## src/rtl/core/ipv4_lpm_pkg.sv

```systemverilog
// Shared types and codes for the IPv4 longest-prefix-match unit.
// No dependencies; imported by the route table and the top level.
`timescale 1ns / 1ps

package ipv4_lpm_pkg;

  localparam int unsigned AddrW    = 32;
  localparam int unsigned PortW    = 8;
  localparam int unsigned LenW     = 6;
  localparam int unsigned StatusW  = 3;
  localparam int unsigned CfgIdxW  = 1;
  localparam int unsigned CfgDataW = 8;

  // Operation codes
  localparam logic FUNC_ADD    = 1'b0;
  localparam logic FUNC_LOOKUP = 1'b1;

  // Result status codes
  localparam logic [StatusW-1:0] ST_ADDED   = 3'd0;
  localparam logic [StatusW-1:0] ST_FULL    = 3'd1;
  localparam logic [StatusW-1:0] ST_MATCHED = 3'd2;
  localparam logic [StatusW-1:0] ST_DEFAULT = 3'd3;
  localparam logic [StatusW-1:0] ST_NO_PATH = 3'd4;

  // Configuration register indexes
  localparam logic [CfgIdxW-1:0] CFG_DEFAULT_VALID = 1'd0;
  localparam logic [CfgIdxW-1:0] CFG_DEFAULT_PORT  = 1'd1;

  typedef struct packed {
    logic             func;
    logic [AddrW-1:0] address;
    logic [AddrW-1:0] mask;
    logic [PortW-1:0] port;
  } item_t;

  typedef struct packed {
    logic [StatusW-1:0] status;
    logic [PortW-1:0]   out_port;
  } result_t;

  typedef struct packed {
    logic [AddrW-1:0] base;
    logic [AddrW-1:0] top;
    logic [LenW-1:0]  length;
    logic [PortW-1:0] port;
  } route_t;

endpackage

```

## src/rtl/core/ipv4_lpm_table.sv

```systemverilog
// Route storage for the IPv4 longest-prefix-match unit: one write port,
// one registered read port. Depends on ipv4_lpm_pkg.
`timescale 1ns / 1ps

module ipv4_lpm_table #(
  parameter int unsigned TABLE_DEPTH = 16,
  parameter int unsigned IdxW        = (TABLE_DEPTH > 1) ? $clog2(TABLE_DEPTH) : 1
) (
  input  logic                  clk_i,
  input  logic                  we_i,
  input  logic [IdxW-1:0]       waddr_i,
  input  ipv4_lpm_pkg::route_t  wdata_i,
  input  logic [IdxW-1:0]       raddr_i,
  output ipv4_lpm_pkg::route_t  rdata_o
);
  import ipv4_lpm_pkg::*;

  route_t mem_q [TABLE_DEPTH];
  route_t rdata_q;

  always_ff @(posedge clk_i) begin
    if (we_i) begin
      mem_q[waddr_i] <= wdata_i;
    end
    rdata_q <= mem_q[raddr_i];
  end

  assign rdata_o = rdata_q;

endmodule

```

## src/rtl/core/ipv4_longest_prefix_match_unit.sv

```systemverilog
// IPv4 longest-prefix-match unit. Add: four mask-octet popcount steps, then one
// table write, then the result strobe; full table: the strobe follows in the cycle after start.
// Lookup: the scan runs over the stored routes through the
// single table read port, scanning one entry per cycle through one shared
// octet-range comparator. One item at a time; busy is high until the strobe.
// No output stall. Async active-low reset empties the table and clears the default route.
`timescale 1ns / 1ps

module ipv4_longest_prefix_match_unit #(
  parameter int unsigned TABLE_DEPTH = 16
) (
  input  logic                                  clk_i,
  input  logic                                  rst_ni,
  input  logic                                  start,
  output logic                                  busy,
  input  ipv4_lpm_pkg::item_t                   item_i,
  output logic                                  done_o,
  output ipv4_lpm_pkg::result_t                 result_o,
  input  logic                                  cfg_we_i,
  input  logic [ipv4_lpm_pkg::CfgIdxW-1:0]      cfg_idx_i,
  input  logic [ipv4_lpm_pkg::CfgDataW-1:0]     cfg_data_i
);
  import ipv4_lpm_pkg::*;

  localparam int unsigned IdxW = (TABLE_DEPTH > 1) ? $clog2(TABLE_DEPTH) : 1;
  localparam int unsigned CntW = $clog2(TABLE_DEPTH + 1);

  localparam logic [1:0] S_IDLE  = 2'd0;
  localparam logic [1:0] S_POP   = 2'd1;
  localparam logic [1:0] S_WRITE = 2'd2;
  localparam logic [1:0] S_SCAN  = 2'd3;

  function automatic logic [3:0] pop8(input logic [7:0] v);
    logic [3:0] n;
    n = '0;
    for (int k = 0; k < 8; k++) begin
      n = n + {3'b0, v[k]};
    end
    return n;
  endfunction

  logic [1:0]      state_q, state_d;
  logic [1:0]      step_q, step_d;
  logic [CntW-1:0] count_q, count_d;
  logic [CntW-1:0] scan_q, scan_d;
  logic            rdv_q, rdv_d;
  logic            done_q, done_d;
  item_t           item_q;
  logic            item_ld;
  logic [LenW-1:0] len_q, len_d;
  logic [LenW-1:0] best_len_q, best_len_d;
  logic [PortW-1:0] best_port_q, best_port_d;
  result_t         res_q, res_d;
  logic            dflt_valid_q;
  logic [PortW-1:0] dflt_port_q;

  logic            accept;
  logic            tbl_we;
  route_t          tbl_wdata;
  route_t          tbl_rdata;
  logic            rd_en;
  logic            hit;
  logic [AddrW-1:0] top_shift;
  logic [7:0]      mask_octet;
  result_t         fallback;

  assign accept = start && !busy;
  assign busy   = (state_q != S_IDLE);

  ipv4_lpm_table #(
    .TABLE_DEPTH (TABLE_DEPTH),
    .IdxW        (IdxW)
  ) u_table (
    .clk_i   (clk_i),
    .we_i    (tbl_we),
    .waddr_i (count_q[IdxW-1:0]),
    .wdata_i (tbl_wdata),
    .raddr_i (scan_q[IdxW-1:0]),
    .rdata_o (tbl_rdata)
  );

  // Shared comparator: every address octet within the entry's bounds
  always_comb begin
    hit = 1'b1;
    for (int k = 0; k < 4; k++) begin
      if (item_q.address[8*k +: 8] < tbl_rdata.base[8*k +: 8] ||
          item_q.address[8*k +: 8] > tbl_rdata.top[8*k +: 8]) begin
        hit = 1'b0;
      end
    end
  end

  assign mask_octet = item_q.mask[{step_q, 3'b000} +: 8];
  // A shift by the full width clears everything, so a zero length sets all bits
  assign top_shift  = {AddrW{1'b1}} << (LenW'(AddrW) - len_q);

  always_comb begin
    tbl_wdata.base   = item_q.address;
    tbl_wdata.top    = item_q.address | ~top_shift;
    tbl_wdata.length = len_q;
    tbl_wdata.port   = item_q.port;
  end

  always_comb begin
    priority if (best_len_q != '0) begin
      fallback.status   = ST_MATCHED;
      fallback.out_port = best_port_q;
    end else if (dflt_valid_q) begin
      fallback.status   = ST_DEFAULT;
      fallback.out_port = dflt_port_q;
    end else begin
      fallback.status   = ST_NO_PATH;
      fallback.out_port = '0;
    end
  end

  assign rd_en = (scan_q != count_q);

  always_comb begin
    state_d     = state_q;
    step_d      = step_q;
    count_d     = count_q;
    scan_d      = scan_q;
    rdv_d       = 1'b0;
    done_d      = 1'b0;
    len_d       = len_q;
    best_len_d  = best_len_q;
    best_port_d = best_port_q;
    res_d       = res_q;
    item_ld     = 1'b0;
    tbl_we      = 1'b0;

    unique case (state_q)
      S_IDLE: begin
        if (accept) begin
          item_ld = 1'b1;
          if (item_i.func == FUNC_LOOKUP) begin
            scan_d     = '0;
            best_len_d = '0;
            state_d    = S_SCAN;
          end else if (count_q == CntW'(TABLE_DEPTH)) begin
            // Drop the add and report at once
            res_d.status   = ST_FULL;
            res_d.out_port = '0;
            done_d         = 1'b1;
          end else begin
            step_d  = '0;
            len_d   = '0;
            state_d = S_POP;
          end
        end
      end
      S_POP: begin
        len_d  = len_q + LenW'(pop8(mask_octet));
        step_d = step_q + 2'd1;
        if (step_q == 2'd3) begin
          state_d = S_WRITE;
        end
      end
      S_WRITE: begin
        tbl_we         = 1'b1;
        count_d        = count_q + CntW'(1);
        res_d.status   = ST_ADDED;
        res_d.out_port = '0;
        done_d         = 1'b1;
        state_d        = S_IDLE;
      end
      S_SCAN: begin
        if (rd_en) begin
          scan_d = scan_q + CntW'(1);
          rdv_d  = 1'b1;
        end
        // Strictly longer wins, so the earliest entry keeps a tie
        if (rdv_q && hit && tbl_rdata.length > best_len_q) begin
          best_len_d  = tbl_rdata.length;
          best_port_d = tbl_rdata.port;
        end
        if (!rd_en && !rdv_q) begin
          res_d   = fallback;
          done_d  = 1'b1;
          state_d = S_IDLE;
        end
      end
      default: begin
        state_d = S_IDLE;
      end
    endcase
  end

  always_ff @(posedge clk_i or negedge rst_ni) begin
    if (!rst_ni) begin
      state_q <= S_IDLE;
      step_q  <= '0;
      count_q <= '0;
      scan_q  <= '0;
      rdv_q   <= 1'b0;
      done_q  <= 1'b0;
    end else begin
      state_q <= state_d;
      step_q  <= step_d;
      count_q <= count_d;
      scan_q  <= scan_d;
      rdv_q   <= rdv_d;
      done_q  <= done_d;
    end
  end

  always_ff @(posedge clk_i) begin
    if (item_ld) begin
      item_q <= item_i;
    end
    len_q       <= len_d;
    best_len_q  <= best_len_d;
    best_port_q <= best_port_d;
    res_q       <= res_d;
  end

  always_ff @(posedge clk_i or negedge rst_ni) begin
    if (!rst_ni) begin
      dflt_valid_q <= 1'b0;
      dflt_port_q  <= '0;
    end else if (cfg_we_i) begin
      unique case (cfg_idx_i)
        CFG_DEFAULT_VALID: dflt_valid_q <= cfg_data_i[0];
        CFG_DEFAULT_PORT:  dflt_port_q  <= cfg_data_i[PortW-1:0];
        default: begin
        end
      endcase
    end
  end

  assign done_o   = done_q;
  assign result_o = res_q;

`ifndef SYNTHESIS
  a_count_bound : assert property (@(posedge clk_i) disable iff (!rst_ni)
    count_q <= CntW'(TABLE_DEPTH))
    else $error("route count beyond table depth");

  a_accept_progress : assert property (@(posedge clk_i) disable iff (!rst_ni)
    accept |=> (busy || done_o))
    else $error("accepted transfer neither in flight nor answered");

  a_done_idle : assert property (@(posedge clk_i) disable iff (!rst_ni)
    done_o |-> !busy)
    else $error("result strobe while still busy");

  a_status_code : assert property (@(posedge clk_i) disable iff (!rst_ni)
    done_o |-> (result_o.status == ST_ADDED || result_o.status == ST_FULL ||
                result_o.status == ST_MATCHED || result_o.status == ST_DEFAULT ||
                result_o.status == ST_NO_PATH))
    else $error("undefined status code");

  a_scan_bound : assert property (@(posedge clk_i) disable iff (!rst_ni)
    (state_q == S_SCAN) |-> (scan_q <= count_q))
    else $error("scan pointer ran past stored routes");
`endif

endmodule
```

## config.mk

```make
export PLATFORM = sky130hd
export DESIGN_NAME = ipv4_longest_prefix_match_unit
export DESIGN_NICKNAME = d
export VERILOG_FILES = /design/src/rtl/core/ipv4_lpm_pkg.sv /design/src/rtl/core/ipv4_lpm_table.sv /design/src/rtl/core/ipv4_longest_prefix_match_unit.sv
export SDC_FILE = /design/constraint.sdc
export NUM_CORES = 1
export LEC_CHECK = 0
export ABC_AREA = 1
export BUFFER_PORTS_ARGS = -buffer_cell sky130_fd_sc_hd__buf_2
export CAP_MARGIN = 20
export CORE_ASPECT_RATIO = 0.5
export CORE_MARGIN = 10
export CORE_UTILIZATION = 35
export CTS_CLUSTER_DIAMETER = 120
export CTS_CLUSTER_SIZE = 14
export DETAILED_ROUTE_END_ITERATION = 8
export PLACE_DENSITY_LB_ADDON = 0.3
export SYNTH_ARGS = -nofsm -noshare
export SYNTH_HDL_FRONTEND = slang
export SYNTH_SLANG_ARGS = --single-unit
export TNS_END_PERCENT = 1
```

## constraint.sdc

```tcl
create_clock -name clk_i -period 5.75 [get_ports clk_i]
set_input_delay 0.2875 -clock clk_i [delete_from_list [all_inputs] [get_ports clk_i]]
set_output_delay 0.2875 -clock clk_i [all_outputs]
set_load 0.05 [all_outputs]
```

# Word-level counts from Yosys, hierarchy flattened
# Memories as Yosys holds them, arrays and structs flattened. A register that Yosys moved wholly into a read port is not among the register bits.
# Index checks and enable logic that the tools add are counted.
[word_totals] reg_bits=128 ram_bits=1248 input_bits=86 output_inout_bits=13 word_cells=129 n_memories=1
[op_classes] add_sub_neg=12 order_cmp=9 eq_ne=16 n_shift=2 mux=45 n_bitwise=3 reduce_logical=25
[memory_table] name="u_table.mem_q" words=16 width=78 read_ports=1 rd_ports_with_merged_regs=1 write_ports=1 line_no="ipv4_lpm_table.sv:18" source="route_t mem_q [TABLE_DEPTH];"
[op_table] cell="11-bit 2-to-1 mux" n=6
[op_table] cell="6-bit 2-to-1 mux" n=6
[op_table] cell="11-bit case mux with 3 select lines" n=1
[op_table] cell="8-bit > comparator" n=4
[op_table] cell="8-bit < comparator" n=4
[op_table] cell="32-bit inverter" n=1
[op_table] cell="32-bit bitwise OR" n=1
[op_table] cell="32-bit by 6-bit variable part select with 8-bit output" n=1
[op_table] cell="32-bit by 6-bit left shift with 32-bit output (first input constant)" n=1
[op_table] cell="6-bit case mux with 2 select lines" n=2
[op_table] cell="2-bit inequality test (second input constant)" n=9
[op_table] cell="4-bit by 1-bit adder with 4-bit output" n=4
[op_table] cell="2-bit 2-to-1 mux" n=8
[op_table] cell="4-bit AND reduction" n=4
[op_table] cell="1-bit 2-to-1 mux" n=15
[op_table] cell="5-bit 2-to-1 mux" n=3
[op_table] cell="5-bit by 1-bit adder with 5-bit output (second input constant)" n=2
[op_table] cell="5-bit case mux with 2 select lines" n=1
[op_table] cell="2-bit case mux with 4 select lines" n=1
[op_table] cell="6-bit by 4-bit adder with 6-bit output" n=1
[op_table] cell="2-bit == test (second input constant)" n=3
[op_table] cell="6-bit > comparator" n=1
[op_table] cell="2-bit AND reduction" n=3
[op_table] cell="2-bit nonzero test" n=3
[op_table] cell="other kinds (19)" n=27

# Logic depth before layout (Yosys ltp)
# Gate-level depths: netlist (run 1).
[logic_depth] ltp_word=10 ltp_mapped=19 ltp_nobuf=17

# Hierarchy
# A second synthesis (run 1) with hierarchy kept.
[unflattened] cells_unflattened=5887 hier_area_um2=62150.9
[by_module_without_submodules] module="ipv4_lpm_table" n_inst=1 cells_per_inst=5126 area_per_inst_um2=54821.3 seq_area_each_um2=39037.4
[by_module_without_submodules] module="ipv4_longest_prefix_match_unit" n_inst=1 cells_per_inst=761 area_per_inst_um2=7329.5 seq_area_each_um2=3718.6

# Worst setup path before layout (run 1)
# OpenSTA, ideal clock, no wires.
[synth_path] kind="reg-to-reg" startpoint="reg state_q[1]" endpoint="mem u_table.mem_q[15][0] in the netlist's numbering (enable)" setup_ns=0.518 t_arrival_ns=4.157 setup_slack_ns=1.076 stages_incl_launch_ff=5 period_less_slack_ns=4.674 path_cell_list="dfrtp_1 > inv_1 > nor2_2 > nand2_1 > nor2_1"
[synth_between] elab_chain_cells=4
[synth_lines] element="from (decl)" line_no="ipv4_longest_prefix_match_unit.sv:42" source="logic [1:0] state_q, state_d;"
[synth_lines] element="from (signal assigned)" line_no="ipv4_longest_prefix_match_unit.sv:199" source="state_q <= state_d;"
[synth_lines] element="2-bit == test" line_no="ipv4_longest_prefix_match_unit.sv:133" source="unique case (state_q)"
[synth_lines] element="1-bit 2-to-1 mux" line_no="ipv4_longest_prefix_match_unit.sv:133"
[synth_lines] element="1-bit 2-to-1 mux" line_no="ipv4_lpm_table.sv:22" source="if (we_i) begin"
[synth_lines] element="1-bit 2-to-1 mux (not written as such)" line_no="ipv4_lpm_table.sv:23" source="mem_q[waddr_i] <= wdata_i;"
[synth_lines] element="to (decl)" line_no="ipv4_lpm_table.sv:18"
# No other way between the ends.

# Worst setup path after layout (run 1)
[layout_path] startpoint="reg step_q[0]" endpoint="reg len_q[4], data pin"
[layout_between] elab_chain_cells=10
[layout_lines] element="from (decl)" line_no="ipv4_longest_prefix_match_unit.sv:43" source="logic [1:0] step_q, step_d;"
[layout_lines] element="from (signal assigned)" line_no="ipv4_longest_prefix_match_unit.sv:200" source="step_q <= step_d;"
[layout_lines] element="32-bit by 6-bit variable part select with 8-bit output *" line_no="ipv4_longest_prefix_match_unit.sv:93" source="assign mask_octet = item_q.mask[{step_q, 3'b000} +: 8];"
[layout_lines] element="1-bit by 1-bit adder with 2-bit output" line_no="ipv4_longest_prefix_match_unit.sv:37" source="n = n + {3'b0, v[k]};"
[layout_lines] element="2-bit by 1-bit adder with 3-bit output" line_no="ipv4_longest_prefix_match_unit.sv:37"
[layout_lines] element="3-bit by 1-bit adder with 4-bit output" line_no="ipv4_longest_prefix_match_unit.sv:37"
[layout_lines] element="4-bit by 1-bit adder with 4-bit output (3 in series)" line_no="ipv4_longest_prefix_match_unit.sv:37"
[layout_lines] element="4-bit by 1-bit adder with 4-bit output *" line_no="ipv4_longest_prefix_match_unit.sv:37"
[layout_lines] element="6-bit by 4-bit adder with 6-bit output *" line_no="ipv4_longest_prefix_match_unit.sv:154" source="len_d = len_q + LenW'(pop8(mask_octet));"
[layout_lines] element="6-bit case mux with 2 select lines *" line_no="ipv4_longest_prefix_match_unit.sv:133"
[layout_lines] element="to (signal assigned)" line_no="ipv4_longest_prefix_match_unit.sv:212" source="len_q <= len_d;"
[layout_lines] element="to (decl)" line_no="ipv4_longest_prefix_match_unit.sv:50" source="logic [LenW-1:0] len_q, len_d;"
# Every way passes the cells marked *; elsewhere a longest branch is shown, timed or not.
# A chain may end at the register's enable or synchronous reset.

==> impl_metrics.ini, run 1 <==
[worst_setup_path]
reg2regPathDepth = 14
r2r_slack_ns = 1.10
cp_max_fo = 18
r2r_start = step_q[0]
path_cells = clkinv_1, nand2_1, a32o_1, fa_1, inv_1, fa_1, inv_1, fa_1, fa_1, fa_1, nor2_1, a211oi_1, o21ai_0, a21oi_1
end_kind = flop
worstReg2RegEnd = len_q[4]
crit_type = reg -> reg
cp.required_ns = 6.21
arrival_ns = 5.11
crit_path_start_kind = flop
slowest_stage = dfrtp_1
path_common_cell = fa_1
max_stage_delay_ns = 0.69

[timing]
period_share_pct = 80.84
tightest_slew_ns = 1.273
clock_skew_ns = 0.04224
tns_ns = 0
hold_violations = 0
rsz0062_at_grt = no
max-slew-margin-rel_pct = 15.15
slew_viol_final = 0
fin_crit_ns = 4.648
hold_ws_ns = 0.1411
max_clock_freq_ghz = 0.2151
setup_viol = 0

[floorplan]
fp.dieH_um = 306.1
num_rows = 104
initial_core_util_pct = 35.42
io_pins = 99
core_area_um2 = 161700
fp.dieW_um = 592.2
die_area_um2 = 181300

[final_layout]
area_growth_pct = 12.31
layout-drive-gt1-share_pct = 7.609
final_nets = 4410
fin_util_pct = 39.78

[power]
peakVddDrop_uv = 317.4
power.internal_w = 0.01919
powerDensity_nw_per_um2 = 443.1
swShare_pct = 32.71
leakage_nw = 21.07
pwr-share-seq_pct = 48.3
p_total_w = 0.02851
power_switching_w = 0.009326
comb_power_share_pct = 26.1
clkPwrFrac_pct = 25.7

[synthesis]
synthMostInstantiatedCell = edfxtp_1
async_flop_share_pct = 1.719
synth_compound_area_share_pct = 9.015
synth-xor-area-share_pct = 0.1813
synthMuxAreaShare_pct = 2.097
yosys.area_share.simple_pct = 8.939
yosysUniqueCellTypes = 51
ys_seq_elements = 1454
netlist.area_leader.share_pct = 70.81
ys_warn_count = 0
yosysTopAreaCell = edfxtp_1
netlist_area_um2 = 57290
synthTopCellsByArea = edfxtp_1 (71%), nor2_1 (5.1%), o21ai_0 (3.0%)
synth_top_family_by_area = compound AO/OA/AOI/OAI gates
syn_inst = 4112
synth_edf_count = 1351
synth_fa_ha_area_share_pct = 1.966
ys_seq_area_share_pct = 74.63
synth_ff_type = edfxtp_1
synth_common_cells = edfxtp_1 (1351), nor2_1 (786), o21ai_0 (345)
syn_nets = 4285
postSynthAreaPerCell_um2 = 13.93

[grt]
grt_pass1_wl_um = 216300
grt_max_degree = 219
track_usage_pct = 15.56
grt_pass1_vias = 33890
antenna_found_initial = 8
grt-ovfl-total = 0

[outcome]
status = finished, final reports clean

[clock_network]
clkSlewWorstSetupHoldPaths_ns = 0.08
post-cts-setup-buffers = 0
worstSkewPairLatency_ns = 0.74
clockBufferDepth = 3
cts_tree = built
cts_root_buffer = clkbuf_16
clock_sinks = 1454
cts_resized = 0
cts_max_level = 3
cts_buffers = 113

[route]
drc = 0
vias_per_cell = 5.296
drt-initial-drc-count = 3554
drt-total-wl_um = 146500
detail_route.wl_per_cell_um = 22.53
num_vias = 34430
first_pass_iters = 5
antenna_left = 0

[place]
gp_routability_congestion = 0.7758
dpl.hpwl_um = 74080
io_buffers = 98

[flow_run]
maxCapViolCount = 0

[hold_path]
min_path_type = in -> async
==> state kept, by name (all words and copies together) (netlist names) <==
| name | flops |
|---|---|
| step_q | 2 |
| scan_q | 5 |
| item_q | 72 |
| u_table.mem_q | 1248 |
| done_o | 1 |
| rdv_q | 1 |
| best_port_q | 8 |
| u_table.rdata_o | 78 |
| state_q | 2 |
| dflt_port_q | 8 |
| result_o | 11 |
| dflt_valid_q | 1 |
| count_q | 5 |
| best_len_q | 6 |
| len_q | 6 |
==> through the flow <==
step / instances / cell area [µm²] / worst slack (ns)
6_report: 6500 / 64350 / 1.102
3_3_place_gp: 6206 / 60150 / 1.214
3_5_place_dp: 6208 / 60180 / 1.131
4_1_cts: 6495 / 64310 / 1.115
5_1_grt: 6500 / 64350 / 0.7690
2_1_floorplan: 4112 / 57290 / 1.076
==> power groups by stage <==
stage | combinational [W] | sequential (W) | clock [W]
global route | 0.00831 | 0.0138 | 0.00786
finish | 0.00744 | 0.0138 | 0.00732
CTS | 0.00747 | 0.0138 | 0.00746
floorplan | 0.00503 | 0.0139 | 0
detailed placement | 0.00738 | 0.0140 | 0
global placement | 0.00720 | 0.0140 | 0
==> layer usage <==
| metal | part of all wire (%) | vias to the layer above | GRT usage [%] |
|---|---|---|---|
| met5 | 0.051 | - | 0 |
| met4 | 2.4 | 10 | 3.822 |
| met3 | 6.5 | 240 | 2.607 |
| met2 | 46 | 1061 | 24.63 |
| met1 | 45 | 17550 | 22.33 |
| li1 | - | 15570 | - |
==> worst max-delay path, delay by kind of cell, from the launching register on <==
family | cells | cell delay [ns]
buffers and inverters | 3 | 0.70
AND/OR/NAND/NOR | 2 | 0.31
adder cells (fa/ha/maj) | 5 | 2.15
flip-flops | 1 | 0.69
AO/OA/AOI/OAI | 4 | 0.53
==> layout make-up <==
| cell class | count | area [µm²] |
|---|---|---|
| antenna | 3 | 7.507 |
| clock buffer | 196 | 3149 |
| clock inverter | 6 | 127.6 |
| fill | 14760 | 97400 |
| inverter | 149 | 580.6 |
| multi-input combinational | 2264 | 12850 |
| sequential | 1454 | 42770 |
| tap | 2173 | 2719 |
| timing repair buffer | 255 | 2140 |
==> timing repair <==
| action | CTS | global route |
|---|---|---|
| hold buffers | 85 | 0 |
| endpoints found under the setup margin | 0 | 0 |
| hold endpoints to repair | 109 | 0 |
==> worst max path at each step <==
stage	start	endpoint	slack (ns)	cells after the start
2_1_floorplan	state_q[1]	u_table.mem_q[15][0]	1.08	4
3_3_place_gp	step_q[0]	len_q[4]	1.21	14
3_5_place_dp	step_q[0]	len_q[4]	1.13	14
4_1_cts	step_q[0]	len_q[4]	1.12	14
5_1_grt	step_q[0]	len_q[4]	0.77	14
6_report	step_q[0]	len_q[4]	1.10	14
==> cell usage in the layout, fill, tap and decap left out, types with 113 or more instances in the layout <==
| cell type | count |
|---|---|
| clkbuf_16 | 113 |
| o221ai_1 | 120 |
| nand2_1 | 314 |
| o21ai_0 | 345 |
| inv_1 | 141 |
| o32ai_1 | 192 |
| nor2_1 | 769 |
| edfxtp_1 | 1351 |
| nand3_1 | 143 |
| mux2i_1 | 120 |
==> cells by family (layout without fill, tap and decap cells) <==
kind of cell,count (synthesis),in the layout
and+or+nand+nor,1281,1281
DFF,1454,1454
buffers and inverters,394,606
xor gates and xnor gates,11,11
adders and majority gates,87,87
muxes,120,120
AOI/OAI and AO/OA,765,765
other,0,3
(Power assumes the default switching activity.)
==> run 2, diff against run 1 <==
- clock period: 5.75 -> 3.8 ns (I/O delays scaled with it)
==> run 2 against run 1 <==
Against the previous run:
- clock skew rose by 0.0028 ns
- design area is 0.80% higher
- final cell count up 0.82%
- wire length is 0.77% higher
- maximum frequency grew 23%
- sequential share of layout area fell by 0.53 points
- core utilization up 0.32 points
- global-route usage up 0.13 points
- clock power rose by 53%
- sequential power is 50% higher
- combinational power grew 61%
- critical path depth grew 2
- largest cell class unchanged
- highest routed layer is now met4
==> impl_metrics.ini, run 2 (same netlist as run 1, synthesis figures left out) <==
[final_layout]
regMostFlops = u_table.mem_q
layout-drive-gt1-share_pct = 8.769
layout_commonest_cell = edfxtp_1
multi_input_area_um2 = 12880
n_fill_cell = 14730
area_growth_pct = 13.21
final_nets = 4455
seqCellArea_um2 = 42770
largest_reg_flops = 1248
final_cell_mix = edfxtp_1 (1351), nor2_1 (769), o21ai_0 (342), nand2_1 (314), o32ai_1 (192)

[timing]
rsz0062_at_grt = yes
slew_viol_final = 0
fin_crit_ns = 3.771
max_clock_freq_ghz = 0.2652
tns_ns = 0
hold_violations = 0
clock_skew_ns = 0.04501
setup_viol = 0
hold_ws_ns = 0.03034
period_share_pct = 99.23
max-slew-margin-rel_pct = 23.05
tightest_slew_ns = 1.154

[route]
drt-total-wl_um = 147600
num_vias = 34710
drc = 0
vias_per_cell = 5.297
detail_route.wl_per_cell_um = 22.52
antenna_left = 0
first_pass_iters = 5
drt-initial-drc-count = 3922

[clock_network]
worstSkewPairLatency_ns = 0.75
clkSlewWorstSetupHoldPaths_ns = 0.07
cts_tree = built
cts_buffers = 113
cts_root_buffer = clkbuf_16
cts_max_level = 3
clock_sinks = 1454
clockBufferDepth = 3

[place]
gp_routability_congestion = 0.7906
io_buffers = 98
dpl.hpwl_um = 74680

[worst_setup_path]
cp.required_ns = 4.39
crit_path_start_kind = flop
cp_num_buf_inv = 4
cp_max_fo = 5
reg2regPathDepth = 16
end_kind = flop
slowest_stage = fa_1
max_stage_delay_ns = 0.50
r2r_slack_ns = 0.03
path_common_cell = fa_1
path_cells = buf_6, nand2_1, a32o_2, fa_1, inv_1, fa_1, inv_1, fa_1, fa_2, buf_4, o21ai_2, and2_4, nor2_1, nor2_1, o21ai_1, a21oi_1
cp_num_cells = 16
crit_type = reg -> reg
cp_top_family = adder cells
arrival_ns = 4.36

[power]
peakVddDrop_uv = 628.0
powerDensity_nw_per_um2 = 676.5
leakage_nw = 21.35

[grt]
grt_pass1_vias = 33390
antenna_found_initial = 2
grt_max_degree = 233
track_usage_pct = 15.69
grt-ovfl-total = 0
grt_pass1_wl_um = 218300

[flow_run]
maxCapViolCount = 0

[floorplan]
core_area_um2 = 161700
die_area_um2 = 181300
initial_core_util_pct = 35.42
fp.dieW_um = 592.2
fp.dieH_um = 306.1
io_pins = 99
num_rows = 104

[hold_path]
min_path_type = in -> async

[outcome]
status = finished, final reports clean
[run 2: cell count changes in the layout (fill, tap and decap cells not counted), sizes merged]
| cell | delta |
|---|---|
| clkinv | -1 |
| buf | +45 |
| clkbuf | +11 |
| diode | -2 |
[run 2: per-layer routing]
metal / routed length, µm / vias up / global-route usage [%]
met1: 68480 / 17790 / 23.08
met4: 3048 / 0 / 3.583
met3: 9064 / 196 / 2.353
met5: 0 / - / 0
met2: 67010 / 1080 / 24.50
li1: - / 15640 / -
[run 2: worst reg2reg max path, delay by kind of cell (launching register included)]
kind / cells / cell delay (ns)
DFF: 1 / 0.41
adders and majority gates: 4 / 1.80
buffers and inverters: 4 / 0.38
AOI/OAI and AO/OA: 4 / 0.65
and+or+nand+nor: 4 / 0.39
[run 2: metrics by stage]
step                      cell area, µm²  power (W)  utilization, %  setup slack, ns  cells
final                              64860    0.04388           40.10          0.02922   6553
after floorplan                    57290    0.02869               -          -0.8333   4112
after global routing               64860    0.04615           40.10          -0.1397   6553
after detailed placement           60610    0.03271           37.47          -0.1553   6252
after global placement             60610    0.03241           37.47          -0.1702   6252
after CTS                          64830    0.04402           40.08        0.0006528   6551
[run 2: cell type report]
class,count,area share (%)
Clock buffer,207,4.985
Tap cell,2173,4.192
Antenna cell,1,0.003858
Sequential cell,1454,65.94
Multi-Input combinational cell,2264,19.86
Timing Repair Buffer,300,3.949
Clock inverter,5,0.1833
Inverter,149,0.8951
[run 2: power by group]
| group | internal [W] | total, W | switching, W |
|---|---|---|---|
| Clock | 0.00574 | 0.0112 | 0.00547 |
| Combinational | 0.00384 | 0.0120 | 0.00818 |
| Sequential | 0.0200 | 0.0207 | 0.000666 |
[run 2: what timing repair did]
action	4_1_cts	5_1_grt
resized for setup	6	7
endpoints found under the setup margin	3	3
endpoints found under the hold margin	109	0
buffers inserted	2	1
hold buffers	85	0
gates cloned	0	0
pin swaps	4	6
[run 2: final timing paths]
check / startpoint / to
min in group clk_i: cfg_idx_i / dflt_port_q[0]
max: step_q[0] / len_q[5]
max in group asynchronous: rst_ni / scan_q[1]
min: rst_ni / step_q[0]
min reg2reg: u_table.rdata_o[7] / best_port_q[7]
max reg2reg: step_q[0] / len_q[5]
